[config.mk]
export PLATFORM = sky130hd
export DESIGN_NAME = lawnmower_search_guidance_flat
export DESIGN_NICKNAME = d
export VERILOG_FILES = /design/src/rtl/lsg_pkg.sv /design/src/rtl/lsg_if.sv /design/src/rtl/lsg_cdiv.sv /design/src/rtl/lawnmower_search_guidance.sv /design/src/flat_wrapper.sv
export SDC_FILE = /design/constraint.sdc
export NUM_CORES = 2
export LEC_CHECK = 0
export ABC_AREA = 0
export BUFFER_PORTS_ARGS = -buffer_cell sky130_fd_sc_hd__buf_2
export CAP_MARGIN = 0
export CELL_PAD_IN_SITES_DETAIL_PLACEMENT = 0
export CELL_PAD_IN_SITES_GLOBAL_PLACEMENT = 1
export CORE_UTILIZATION = 46
export DETAILED_ROUTE_END_ITERATION = 6
export GPL_TIMING_DRIVEN = 0
export PLACE_DENSITY = 0.76
export SETUP_SLACK_MARGIN = 0.3
export SLEW_MARGIN = 20
export SYNTH_ARGS = -nofsm -noshare
export SYNTH_HDL_FRONTEND = slang
export SYNTH_SLANG_ARGS = --single-unit
[constraint.sdc]
create_clock -name clk -period 12.9 [get_ports clk]
set_input_delay 1.29 -clock clk [delete_from_list [all_inputs] [get_ports clk]]
set_output_delay 1.29 -clock clk [all_outputs]
set_load 0.02 [all_outputs]
[src/rtl/lsg_pkg.sv]
// lawnmower search guidance: shared constants and types
// no dependencies
`timescale 1ns / 1ps
`default_nettype none
package lsg_pkg;

    // default build parameters
    localparam int NUM_STRIPES_DEF = 8;
    localparam int GAIN_Q8_DEF     = 256;

    // field widths
    localparam int DATA_W = 32;
    localparam int IDX_W  = 3;

    // fixed-point constants, Q15.16
    localparam logic [33:0] FOV_HALF_Q    = 34'd59927;
    localparam logic [33:0] FOV_QUARTER_Q = 34'd29963;
    localparam logic [33:0] FOV_EIGHTH_Q  = 34'd14982;
    localparam logic [33:0] HEIGHT_TOL_Q  = 34'd1311;

    // register indexes
    localparam logic [IDX_W-1:0] REG_NORTH_MIN   = 3'd0;
    localparam logic [IDX_W-1:0] REG_NORTH_MAX   = 3'd1;
    localparam logic [IDX_W-1:0] REG_EAST_MIN    = 3'd2;
    localparam logic [IDX_W-1:0] REG_EAST_MAX    = 3'd3;
    localparam logic [IDX_W-1:0] REG_CRUISE      = 3'd4;
    localparam logic [IDX_W-1:0] REG_HEIGHT      = 3'd5;
    localparam logic [IDX_W-1:0] REG_TGT_NORTH   = 3'd6;
    localparam logic [IDX_W-1:0] REG_TGT_EAST    = 3'd7;

    // handshake between sequencer and divider
    typedef struct packed {
        logic busy;
        logic done;
    } div_stat_t;

    // saturate a 34-bit signed value to 32 bits
    function automatic logic signed [31:0] sat32(input logic signed [33:0] v);
        logic signed [31:0] r;
        if (v > 34'sh0_7FFF_FFFF)
            r = 32'sh7FFF_FFFF;
        else if (v < -34'sh0_8000_0000)
            r = 32'sh8000_0000;
        else
            r = v[31:0];
        return r;
    endfunction

endpackage
`default_nettype wire

[src/rtl/lsg_if.sv]
// request channels of the guidance block: sensor request in, command request out
// depends on nothing
`timescale 1ns / 1ps
`default_nettype none
interface lsg_sense_if;
    logic               valid;
    logic               ready;
    logic signed [31:0] heading;
    logic signed [31:0] north_pos;
    logic signed [31:0] east_pos;
    logic signed [31:0] down_pos;
    logic signed [31:0] north_vel;
    modport source (output valid, heading, north_pos, east_pos, down_pos, north_vel,
                    input ready);
    modport sink (input valid, heading, north_pos, east_pos, down_pos, north_vel,
                  output ready);
endinterface

interface lsg_guide_if;
    logic               valid;
    logic               ready;
    logic signed [31:0] heading_cmd;
    logic signed [31:0] pos_north_cmd;
    logic signed [31:0] pos_east_cmd;
    logic signed [31:0] pos_down_cmd;
    logic signed [31:0] vel_north_cmd;
    logic signed [31:0] vel_east_cmd;
    logic               searching;
    modport source (output valid, heading_cmd, pos_north_cmd, pos_east_cmd, pos_down_cmd,
                    vel_north_cmd, vel_east_cmd, searching, input ready);
    modport sink (input valid, heading_cmd, pos_north_cmd, pos_east_cmd, pos_down_cmd,
                  vel_north_cmd, vel_east_cmd, searching, output ready);
endinterface
`default_nettype wire

[src/rtl/lsg_cdiv.sv]
// divider of a signed 34-bit value by a constant, by reciprocal multiply in three steps
// depends on lsg_pkg
`timescale 1ns / 1ps
`default_nettype none
module lsg_cdiv
    import lsg_pkg::*;
#(
    parameter int DIVISOR = NUM_STRIPES_DEF - 1
)(
    input  wire logic               clk,
    input  wire logic               rst_n,
    input  wire logic               start,
    input  wire logic signed [33:0] dividend,
    output div_stat_t               stat,
    output logic signed [34:0]      quotient
);
    // reciprocal, exact for a 34-bit magnitude and a divisor up to 16
    localparam int          SHIFT = 38;
    localparam logic [38:0] RECIP =
        39'(((64'd1 << SHIFT) + 64'(DIVISOR) - 64'd1) / 64'(DIVISOR));

    logic [33:0] mag_reg, mag_next;
    logic [47:0] acc_reg, acc_next;
    logic [1:0]  cnt_reg, cnt_next;
    logic        neg_reg, neg_next;
    logic        busy_reg, busy_next;
    logic        done_reg, done_next;
    logic [12:0] chunk;
    logic [46:0] part;
    logic [33:0] q_mag;

    // one 13-bit slice of the reciprocal per cycle, low slice first
    always_comb
    begin
        mag_next  = mag_reg;
        acc_next  = acc_reg;
        cnt_next  = cnt_reg;
        neg_next  = neg_reg;
        busy_next = busy_reg;
        done_next = 1'b0;
        case (cnt_reg)
            2'd0:    chunk = RECIP[12:0];
            2'd1:    chunk = RECIP[25:13];
            default: chunk = RECIP[38:26];
        endcase
        part = {13'd0, mag_reg} * {34'd0, chunk};
        if (start)
        begin
            neg_next  = dividend[33];
            mag_next  = dividend[33] ? 34'(-dividend) : dividend;
            acc_next  = '0;
            cnt_next  = '0;
            busy_next = 1'b1;
        end
        else if (busy_reg)
        begin
            acc_next = {13'd0, acc_reg[47:13]} + {1'b0, part};
            cnt_next = cnt_reg + 2'd1;
            if (cnt_reg == 2'd2)
            begin
                busy_next = 1'b0;
                done_next = 1'b1;
            end
        end
    end

    always_ff @(posedge clk or negedge rst_n)
    begin
        if (!rst_n)
        begin
            busy_reg <= 1'b0;
            done_reg <= 1'b0;
        end
        else
        begin
            busy_reg <= busy_next;
            done_reg <= done_next;
        end
    end

    always_ff @(posedge clk)
    begin
        mag_reg <= mag_next;
        acc_reg <= acc_next;
        cnt_reg <= cnt_next;
        neg_reg <= neg_next;
    end

    // remaining 12 bits of the reciprocal shift
    assign q_mag     = acc_reg[45:12];
    assign stat.busy = busy_reg;
    assign stat.done = done_reg;
    assign quotient  = neg_reg ? -$signed({1'b0, q_mag}) : $signed({1'b0, q_mag});

    // done follows the last step only
    a_done_after_busy: assert property (@(posedge clk) disable iff (!rst_n)
        done_reg |-> $past(busy_reg))
        else $error("divider done without busy");
    a_no_busy_done: assert property (@(posedge clk) disable iff (!rst_n)
        !(done_reg && busy_reg))
        else $error("divider busy and done together");
    a_cnt_range: assert property (@(posedge clk) disable iff (!rst_n)
        busy_reg |-> cnt_reg <= 2'd2)
        else $error("divider step count out of range");

endmodule
`default_nettype wire

[src/rtl/lawnmower_search_guidance.sv]
// lawnmower search guidance: one command per sensor request
// steps from accept to command valid: the reciprocal-multiply stripe-spacing divide,
// the nearest-stripe walk over every stripe, then a gain multiply and a decision step;
// a new request is taken only after the last command is registered, which is held
// further while a command waits; reset clears configuration registers, state, stripe, phase and flags
// depends on lsg_pkg, lsg_if, lsg_cdiv
`timescale 1ns / 1ps
`default_nettype none
module lawnmower_search_guidance
    import lsg_pkg::*;
#(
    parameter int NUM_STRIPES = NUM_STRIPES_DEF,
    parameter int GAIN_Q8     = GAIN_Q8_DEF
)(
    input  wire logic              clk,
    input  wire logic              rst_n,
    lsg_sense_if.sink              sense,
    lsg_guide_if.source            guide,
    input  wire logic              wr_en,
    input  wire logic [IDX_W-1:0]  wr_index,
    input  wire logic [DATA_W-1:0] wr_data
);
    localparam int SW = $clog2(NUM_STRIPES);
    localparam logic [SW-1:0] LAST = SW'(NUM_STRIPES - 1);
    localparam logic signed [16:0] GAIN_C = 17'(GAIN_Q8);

    localparam logic [2:0] S_IDLE = 3'd0;
    localparam logic [2:0] S_DIV  = 3'd1;
    localparam logic [2:0] S_WALK = 3'd2;
    localparam logic [2:0] S_MUL  = 3'd3;
    localparam logic [2:0] S_FIN  = 3'd4;

    // configuration
    logic signed [31:0] nmin_reg, nmax_reg, emin_reg, emax_reg, ttn_reg, tte_reg;
    logic [30:0]        cruise_reg, height_reg;

    always_ff @(posedge clk or negedge rst_n)
    begin
        if (!rst_n)
        begin
            nmin_reg   <= '0;
            nmax_reg   <= '0;
            emin_reg   <= '0;
            emax_reg   <= '0;
            cruise_reg <= '0;
            height_reg <= '0;
            ttn_reg    <= '0;
            tte_reg    <= '0;
        end
        else if (wr_en)
        begin
            unique case (wr_index)
                REG_NORTH_MIN: nmin_reg   <= wr_data;
                REG_NORTH_MAX: nmax_reg   <= wr_data;
                REG_EAST_MIN:  emin_reg   <= wr_data;
                REG_EAST_MAX:  emax_reg   <= wr_data;
                REG_CRUISE:    cruise_reg <= wr_data[30:0];
                REG_HEIGHT:    height_reg <= wr_data[30:0];
                REG_TGT_NORTH: ttn_reg    <= wr_data;
                REG_TGT_EAST:  tte_reg    <= wr_data;
                default:       ;
            endcase
        end
    end

    // sequencer and guidance state
    logic [2:0]          state_reg, state_next;
    logic                phase_reg, phase_next;
    logic                edge_reg, edge_next;
    logic                esn_reg, esn_next;
    logic                ndn_reg, ndn_next;
    logic [SW-1:0]       stripe_reg, stripe_next;
    logic                ovalid_reg, ovalid_next;

    // datapath registers
    logic signed [31:0]  hd_reg, n_reg, e_reg, d_reg, v_reg;
    logic signed [39:0]  acc_reg;
    logic [SW-1:0]       idx_reg;
    logic [33:0]         bd_reg;
    logic [SW-1:0]       best_reg;
    logic signed [31:0]  target_reg;
    logic signed [49:0]  prod_reg;
    logic signed [31:0]  o_pn_reg, o_pe_reg, o_pd_reg, o_vn_reg, o_ve_reg, o_hd_reg;
    logic                o_srch_reg;

    logic               accept;
    logic               div_start;
    div_stat_t          div_stat;
    logic signed [34:0] delta;
    logic signed [33:0] span;

    assign accept    = sense.valid && sense.ready;
    assign div_start = accept;
    assign span      = 34'(emax_reg) - 34'(emin_reg) - $signed(FOV_HALF_Q);

    lsg_cdiv #(
        .DIVISOR (NUM_STRIPES - 1)
    ) u_cdiv (
        .clk      (clk),
        .rst_n    (rst_n),
        .start    (div_start),
        .dividend (span),
        .stat     (div_stat),
        .quotient (delta)
    );

    // stripe position and distance in the walk
    logic signed [31:0] pos_w;
    logic signed [33:0] dist_s;
    logic [33:0]        dist_w;
    always_comb
    begin
        if (acc_reg > 40'sh00_7FFF_FFFF)
            pos_w = 32'sh7FFF_FFFF;
        else if (acc_reg < -40'sh00_8000_0000)
            pos_w = 32'sh8000_0000;
        else
            pos_w = acc_reg[31:0];
        dist_s = 34'(pos_w) - 34'(e_reg);
        dist_w = dist_s[33] ? 34'(-dist_s) : dist_s;
    end

    // decision logic
    logic signed [33:0] n34, e34, cr34, dcmd, dd, dda;
    logic signed [33:0] emx_d, emn_d, nmx_d, nmn_d;
    logic [33:0]        emx_a, emn_a, nmx_a, nmn_a;
    logic signed [41:0] ve_raw;
    logic signed [33:0] ve_c;
    logic signed [SW+1:0] cand;
    logic               near_edge;
    logic signed [31:0] pn, pe, vn, ve;
    always_comb
    begin
        n34   = 34'(n_reg);
        e34   = 34'(e_reg);
        cr34  = $signed({3'b000, cruise_reg});
        dcmd  = -$signed({3'b000, height_reg});
        dd    = dcmd - 34'(d_reg);
        dda   = dd[33] ? -dd : dd;
        emx_d = 34'(emax_reg) - e34;
        emn_d = 34'(emin_reg) - e34;
        nmx_d = 34'(nmax_reg) - n34;
        nmn_d = 34'(nmin_reg) - n34;
        emx_a = emx_d[33] ? 34'(-emx_d) : emx_d;
        emn_a = emn_d[33] ? 34'(-emn_d) : emn_d;
        nmx_a = nmx_d[33] ? 34'(-nmx_d) : nmx_d;
        nmn_a = nmn_d[33] ? 34'(-nmn_d) : nmn_d;
        ve_raw = 42'(prod_reg >>> 8);
        near_edge = (n34 > 34'(nmax_reg) - $signed(FOV_QUARTER_Q)) ||
                    (n34 < 34'(nmin_reg) + $signed(FOV_QUARTER_Q));

        phase_next  = phase_reg;
        edge_next   = edge_reg;
        esn_next    = esn_reg;
        ndn_next    = ndn_reg;
        stripe_next = stripe_reg;
        cand        = '0;
        ve_c        = '0;
        pn = ttn_reg;
        pe = tte_reg;
        vn = '0;
        ve = '0;

        if (!phase_reg)
        begin
            // takeoff: hold target, switch when height reached
            if (dda < $signed(HEIGHT_TOL_Q))
            begin
                phase_next  = 1'b1;
                esn_next    = emx_a < emn_a;
                ndn_next    = nmx_a < nmn_a;
                stripe_next = best_reg;
            end
        end
        else
        begin
            // search: stripe tracking with edge turn-around
            if (ve_raw > 42'(cr34))
                ve_c = cr34;
            else if (ve_raw < -42'(cr34))
                ve_c = -cr34;
            else
                ve_c = ve_raw[33:0];
            if (near_edge)
            begin
                if (!edge_reg)
                begin
                    edge_next = 1'b1;
                    ndn_next  = !ndn_reg;
                    cand = esn_reg ? $signed({2'b00, stripe_reg}) - (SW+2)'(1)
                                   : $signed({2'b00, stripe_reg}) + (SW+2)'(1);
                    if (cand < 0 || cand > $signed({2'b00, LAST}))
                    begin
                        esn_next = !esn_reg;
                        cand = esn_next ? $signed({2'b00, stripe_reg}) - (SW+2)'(1)
                                        : $signed({2'b00, stripe_reg}) + (SW+2)'(1);
                    end
                    if (cand < 0)
                        cand = '0;
                    if (cand > $signed({2'b00, LAST}))
                        cand = $signed({2'b00, LAST});
                    stripe_next = cand[SW-1:0];
                    ve_c = '0;
                end
                else if ((ndn_reg && v_reg > 0) || (!ndn_reg && v_reg < 0))
                    ve_c = '0;
            end
            else
                edge_next = 1'b0;
            ve = ve_c[31:0];
            vn = ndn_next ? 32'(-cr34) : 32'(cr34);
            pn = n_reg;
            pe = e_reg;
            if (n_reg > nmax_reg)
                pn = sat32(n34 - $signed(FOV_EIGHTH_Q));
            else if (n_reg < nmin_reg)
                pn = sat32(n34 + $signed(FOV_EIGHTH_Q));
            if (e_reg > emax_reg)
                pe = sat32(e34 - $signed(FOV_EIGHTH_Q));
            else if (e_reg < emin_reg)
                pe = sat32(e34 + $signed(FOV_EIGHTH_Q));
        end
    end

    // next state
    logic fin_go;
    assign fin_go = (state_reg == S_FIN) && (!ovalid_reg || guide.ready);

    always_comb
    begin
        state_next  = state_reg;
        ovalid_next = ovalid_reg;
        if (ovalid_reg && guide.ready)
            ovalid_next = 1'b0;
        unique case (state_reg)
            S_IDLE: if (accept) state_next = S_DIV;
            S_DIV:  if (div_stat.done) state_next = S_WALK;
            S_WALK: if (idx_reg == LAST) state_next = S_MUL;
            S_MUL:  state_next = S_FIN;
            S_FIN:
            begin
                if (fin_go)
                begin
                    state_next  = S_IDLE;
                    ovalid_next = 1'b1;
                end
            end
            default: state_next = S_IDLE;
        endcase
    end

    always_ff @(posedge clk or negedge rst_n)
    begin
        if (!rst_n)
        begin
            state_reg  <= S_IDLE;
            ovalid_reg <= 1'b0;
            phase_reg  <= 1'b0;
            edge_reg   <= 1'b0;
            esn_reg    <= 1'b0;
            ndn_reg    <= 1'b0;
            stripe_reg <= '0;
        end
        else
        begin
            state_reg  <= state_next;
            ovalid_reg <= ovalid_next;
            if (fin_go)
            begin
                phase_reg  <= phase_next;
                edge_reg   <= edge_next;
                esn_reg    <= esn_next;
                ndn_reg    <= ndn_next;
                stripe_reg <= stripe_next;
            end
        end
    end

    // payload registers
    always_ff @(posedge clk)
    begin
        if (accept)
        begin
            hd_reg <= sense.heading;
            n_reg  <= sense.north_pos;
            e_reg  <= sense.east_pos;
            d_reg  <= sense.down_pos;
            v_reg  <= sense.north_vel;
        end
        if (state_reg == S_DIV && div_stat.done)
        begin
            acc_reg <= 40'(emin_reg) + 40'(FOV_QUARTER_Q);
            idx_reg <= '0;
        end
        if (state_reg == S_WALK)
        begin
            acc_reg <= acc_reg + 40'(delta);
            idx_reg <= idx_reg + 1'b1;
            if (idx_reg == '0 || dist_w < bd_reg)
            begin
                bd_reg   <= dist_w;
                best_reg <= idx_reg;
            end
            if (idx_reg == stripe_reg)
                target_reg <= pos_w;
        end
        if (state_reg == S_MUL)
            prod_reg <= (33'(target_reg) - 33'(e_reg)) * GAIN_C;
        if (fin_go)
        begin
            o_hd_reg   <= hd_reg;
            o_pn_reg   <= pn;
            o_pe_reg   <= pe;
            o_pd_reg   <= dcmd[31:0];
            o_vn_reg   <= vn;
            o_ve_reg   <= ve;
            o_srch_reg <= phase_reg;
        end
    end

    assign sense.ready         = (state_reg == S_IDLE);
    assign guide.valid         = ovalid_reg;
    assign guide.heading_cmd   = o_hd_reg;
    assign guide.pos_north_cmd = o_pn_reg;
    assign guide.pos_east_cmd  = o_pe_reg;
    assign guide.pos_down_cmd  = o_pd_reg;
    assign guide.vel_north_cmd = o_vn_reg;
    assign guide.vel_east_cmd  = o_ve_reg;
    assign guide.searching     = o_srch_reg;

    // sequencer checks
    a_div_in_div: assert property (@(posedge clk) disable iff (!rst_n)
        div_stat.busy |-> state_reg == S_DIV)
        else $error("divider running outside divide state");
    a_accept_starts: assert property (@(posedge clk) disable iff (!rst_n)
        accept |=> state_reg == S_DIV && div_stat.busy)
        else $error("accepted request did not start divider");
    a_phase_sticky: assert property (@(posedge clk) disable iff (!rst_n)
        phase_reg |=> phase_reg)
        else $error("search phase left");
    a_stripe_range: assert property (@(posedge clk) disable iff (!rst_n)
        stripe_reg <= LAST)
        else $error("stripe number out of range");

endmodule
`default_nettype wire

[src/flat_wrapper.sv]
// flat-port wrapper written by rule: the top's interface ports become plain ports
module lawnmower_search_guidance_flat import lsg_pkg::*;
#(
    parameter int NUM_STRIPES = NUM_STRIPES_DEF,
    parameter int GAIN_Q8     = GAIN_Q8_DEF
)
  (clk, rst_n, wr_en, wr_index, wr_data, sense_valid, sense_heading, sense_north_pos, sense_east_pos, sense_down_pos, sense_north_vel, sense_ready, guide_valid, guide_heading_cmd, guide_pos_north_cmd, guide_pos_east_cmd, guide_pos_down_cmd, guide_vel_north_cmd, guide_vel_east_cmd, guide_searching, guide_ready);
  lsg_sense_if sense_i ();
  lsg_guide_if guide_i ();
  input  wire logic clk;
  input  wire logic rst_n;
  input  wire logic wr_en;
  input  wire logic [IDX_W-1:0] wr_index;
  input  wire logic [DATA_W-1:0] wr_data;
  input wire logic [$bits(sense_i.valid)-1:0] sense_valid;
  input wire logic [$bits(sense_i.heading)-1:0] sense_heading;
  input wire logic [$bits(sense_i.north_pos)-1:0] sense_north_pos;
  input wire logic [$bits(sense_i.east_pos)-1:0] sense_east_pos;
  input wire logic [$bits(sense_i.down_pos)-1:0] sense_down_pos;
  input wire logic [$bits(sense_i.north_vel)-1:0] sense_north_vel;
  output wire logic [$bits(sense_i.ready)-1:0] sense_ready;
  output wire logic [$bits(guide_i.valid)-1:0] guide_valid;
  output wire logic [$bits(guide_i.heading_cmd)-1:0] guide_heading_cmd;
  output wire logic [$bits(guide_i.pos_north_cmd)-1:0] guide_pos_north_cmd;
  output wire logic [$bits(guide_i.pos_east_cmd)-1:0] guide_pos_east_cmd;
  output wire logic [$bits(guide_i.pos_down_cmd)-1:0] guide_pos_down_cmd;
  output wire logic [$bits(guide_i.vel_north_cmd)-1:0] guide_vel_north_cmd;
  output wire logic [$bits(guide_i.vel_east_cmd)-1:0] guide_vel_east_cmd;
  output wire logic [$bits(guide_i.searching)-1:0] guide_searching;
  input wire logic [$bits(guide_i.ready)-1:0] guide_ready;
  assign sense_i.valid = sense_valid;
  assign sense_i.heading = sense_heading;
  assign sense_i.north_pos = sense_north_pos;
  assign sense_i.east_pos = sense_east_pos;
  assign sense_i.down_pos = sense_down_pos;
  assign sense_i.north_vel = sense_north_vel;
  assign sense_ready = sense_i.ready;
  assign guide_valid = guide_i.valid;
  assign guide_heading_cmd = guide_i.heading_cmd;
  assign guide_pos_north_cmd = guide_i.pos_north_cmd;
  assign guide_pos_east_cmd = guide_i.pos_east_cmd;
  assign guide_pos_down_cmd = guide_i.pos_down_cmd;
  assign guide_vel_north_cmd = guide_i.vel_north_cmd;
  assign guide_vel_east_cmd = guide_i.vel_east_cmd;
  assign guide_searching = guide_i.searching;
  assign guide_i.ready = guide_ready;
  lawnmower_search_guidance #(.NUM_STRIPES(NUM_STRIPES), .GAIN_Q8(GAIN_Q8)) u_core (.clk(clk), .rst_n(rst_n), .sense(sense_i), .guide(guide_i), .wr_en(wr_en), .wr_index(wr_index), .wr_data(wr_data));
endmodule
==> summary.txt <==
Clock tree
  – Clock transition at the registers of the reported paths: roughly 0.060 ns
  – Cts hold-fix bufs: 0
  – Clk sinks: 837
  – Number of buffers created by CTS: between 90 and 100
  – Htree depth: 3
  – Clock root cell: clkbuf_16
  – Post-CTS Setup Bufs: 0
  – CTS tree: yes
  – # resized after CTS: 0
  – Clock buffer depth: 3
  – Clk_lat worst skew: 0.76 ns

STA
  – Final slew viol count: 0
  – Final hold viol count: 0
  – Final period util: 0.875
  – Final setup vio count: 0
  – Max Fclk: around 89 MHz
  – Worst relative slew slack: 0.137
  – Worst-Margin Slew: 1.29 ns
  – RSZ-0062 raised after global routing: false
  – Tmin final: ~11 ns
  – Layout Skew: ~0.032 ns

Synthesis
  – Seq/Total Area, Yosys: 0.312
  – Post-synth EDFFs: 533
  – Syn_area_per_cell: a little over 9 um^2
  – Async S/R FF share, synth: 0.319
  – Seq cells post-synth: between 800 and 900
  – Syn. warnings: 0
  – Main synth FF type: edfxtp_1
  – Mapped Cells: slightly above 8,000
  – Mapped cell area: around 75,000 um^2
  – Synth unique cells: 116

Global route
  – Largest net degree at the start of global routing: 91
  – Vias in the first global route: approximately 62,000
  – First-pass GRT wire length: 392,000 um
  – Initial antenna violation count: 34
  – Congestion Overflow GR: 0
  – GRT Util Overall: 0.316

Critical path
  – CP Max Fanout: 10
  – Critical path class: reg -> reg
  – CP arrival: 11.92 ns
  – Startpoint Class: register
  – Critical-path top delay cell: clkbuf_1
  – Crit end category: register
  – Peak per-stage delay on the critical path: about 0.65 ns
  – Most frequent cell on the critical path: a21o_1
  – Req. time, crit path: 13.53 ns

Detailed routing
  – DRT Pass-1 Iters: 7
  – Vias: 64,907
  – Vias per cell: 5.98
  – Drt initial violations: 6,281
  – DRC violations left: 1
  – DR WL/cell: roughly 24 um
  – Routed WL: roughly 260,000 um
  – Antenna viol nets, final: 0

Place
  – Port bufs: between 300 and 400
  – Routability cong.: between 0.9 and 1
  – DP HPWL: 211,000 um

Status
  – Violated checks: DRC
  – Status: finished with violations

Finish
  – Layout cells sized above 1: 0.105
  – Commonest non-fill, non-tap cell in the layout: ha_1
  – Fillers: approximately 15,000
  – Area Growth Syn to Fin: 11.6%
  – Max reg flops: 40
  – Nets@finish: 9,726
  – Final Util: 0.519
  – Most frequent cells in the layout: 672 x ha_1, 604 x inv_1, 535 x nor2_1, 535 x a21oi_1, 534 x nand2_1

Floorplanning
  – Std-Cell Rows: ~150
  – Die ar.: around 160,000 um^2
  – Width of the die: 406 um
  – Die height: between 400 and 500 um
  – Ports: about 400
  – Core area: around 160,000 um^2
  – Initial Utilization: 0.465

Worst hold path
  – Hold Crit Class: in -> async

Job
  – Max cap viols: 0
-- critical path: cells and delay by family, from the launching register on --
family | cells | cell delay (ns)
AO/OA/AOI/OAI | 21 | 3.79
XOR/XNOR | 1 | 0.16
adder cells (fa/ha/maj) | 8 | 3.63
buffers and inverters | 6 | 1.08
flip-flops | 1 | 0.35
AND/OR/NAND/NOR | 7 | 2.14
-- kinds of logic after synthesis --
| family | Yosys count | share of synthesized area |
|---|---|---|
| adder cells (fa/ha/maj) | 937 | 0.183 |
| buffers and inverters | 864 | 0.0439 |
| multiplexers | 230 | 0.0339 |
| AO/OA/AOI/OAI | 2108 | 0.181 |
| flip-flops | 837 | 0.312 |
| XOR/XNOR | 741 | 0.0865 |
| AND/OR/NAND/NOR | 2351 | 0.160 |
| other | 2 | 0.000100 |
-- cell type report --
| class | count | area [um^2] | share of cell area |
|---|---|---|---|
| Clock inverter | 57 | 777 | 0.00927 |
| Tap cell | 2160 | 2700 | 0.0323 |
| Inverter | 609 | 2290 | 0.0273 |
| Sequential cell | 837 | 23400 | 0.280 |
| Buffer | 255 | 1010 | 0.0121 |
| Multi-Input combinational cell | 6374 | 48400 | 0.578 |
| Timing Repair Buffer | 416 | 2460 | 0.0293 |
| Antenna cell | 15 | 37.5 | 0.000448 |
| Clock buffer | 125 | 2640 | 0.0315 |
-- synth_stat cells, types with 16 or more instances --
cell | n | area share
nor4_1 | 65 | 0.0054
and3_1 | 73 | 0.0061
nor2b_1 | 115 | 0.0096
nor3_1 | 213 | 0.014
ha_1 | 672 | 0.11
edfxtp_1 | 533 | 0.21
o21ai_0 | 510 | 0.034
a2111oi_0 | 19 | 0.0022
and4_1 | 27 | 0.0032
xor2_1 | 225 | 0.026
o21bai_1 | 46 | 0.0046
a211oi_1 | 65 | 0.0065
nand3b_1 | 36 | 0.0036
clkbuf_1 | 224 | 0.011
nor2_1 | 535 | 0.027
or4_1 | 28 | 0.0028
dfxtp_1 | 37 | 0.0099
nand3_1 | 156 | 0.010
mux2_2 | 196 | 0.029
nor3b_1 | 17 | 0.0017
mux2i_1 | 34 | 0.0045
nand2_1 | 534 | 0.027
fa_1 | 265 | 0.071
dfrtp_1 | 267 | 0.089
or2_2 | 38 | 0.0032
and2_1 | 112 | 0.0093
a21o_1 | 303 | 0.030
o31ai_1 | 57 | 0.0057
nand2b_1 | 124 | 0.010
a31oi_1 | 96 | 0.0080
or3_1 | 90 | 0.0075
o22ai_1 | 17 | 0.0014
a21boi_0 | 25 | 0.0025
a21oi_1 | 537 | 0.036
a22o_1 | 18 | 0.0021
a221o_1 | 16 | 0.0021
o21a_1 | 100 | 0.010
nand4_1 | 117 | 0.0098
inv_1 | 604 | 0.030
a211o_1 | 23 | 0.0027
xnor2_1 | 516 | 0.060
o21ai_1 | 24 | 0.0016
o211ai_1 | 38 | 0.0038
o41ai_1 | 21 | 0.0025
-- metrics by stage --
stage	instances	TNS, ns	setup WS, ns	cell area (um^2)	hold slack, ns
floorplan	8075	0	3.89	75100	0.400
global placement	10627	-0.0873	-0.0873	79800	0.401
detailed placement	10651	0	1.69	80300	0.405
CTS	10833	0	1.65	83700	0.303
global route	10834	0	0.951	83800	0.329
finish	10848	0	1.61	83800	0.345
-- layer usage --
metal  share of wire  routed length (um)  vias to the layer above  GRT usage
met5         0.00043                 115                        -          0
met1            0.43              115000                    31790      0.433
met3           0.074               19600                      414     0.0483
met2            0.46              120000                     2397      0.504
li1                -                   -                    30288          -
met4           0.038                9930                       18      0.117
-- worst paths after layout --
| path | start | to | slack, ns | cells after the start |
|---|---|---|---|---|
| setup / recovery | u_core.u_cdiv.cnt_reg[1] | u_core.u_cdiv.acc_reg[45] | 1.61 | 43 |
| hold / removal | rst_n | u_core.height_reg[16] | 0.34 | 1 |
| setup reg to reg | u_core.u_cdiv.cnt_reg[1] | u_core.u_cdiv.acc_reg[45] | 1.61 | 43 |
| hold reg to reg | u_core.hd_reg[31] | u_core.guide.heading_cmd[31] | 0.41 | 0 |
| max in group asynchronous | rst_n | u_core.u_cdiv.busy_reg | 11.30 | 3 |
| min in group clk | u_core.hd_reg[31] | u_core.guide.heading_cmd[31] | 0.41 | 0 |
Power is left out: the tool's default activity adds up to more than one toggle a clock period on the data nets, which glitch-free logic cannot reach.
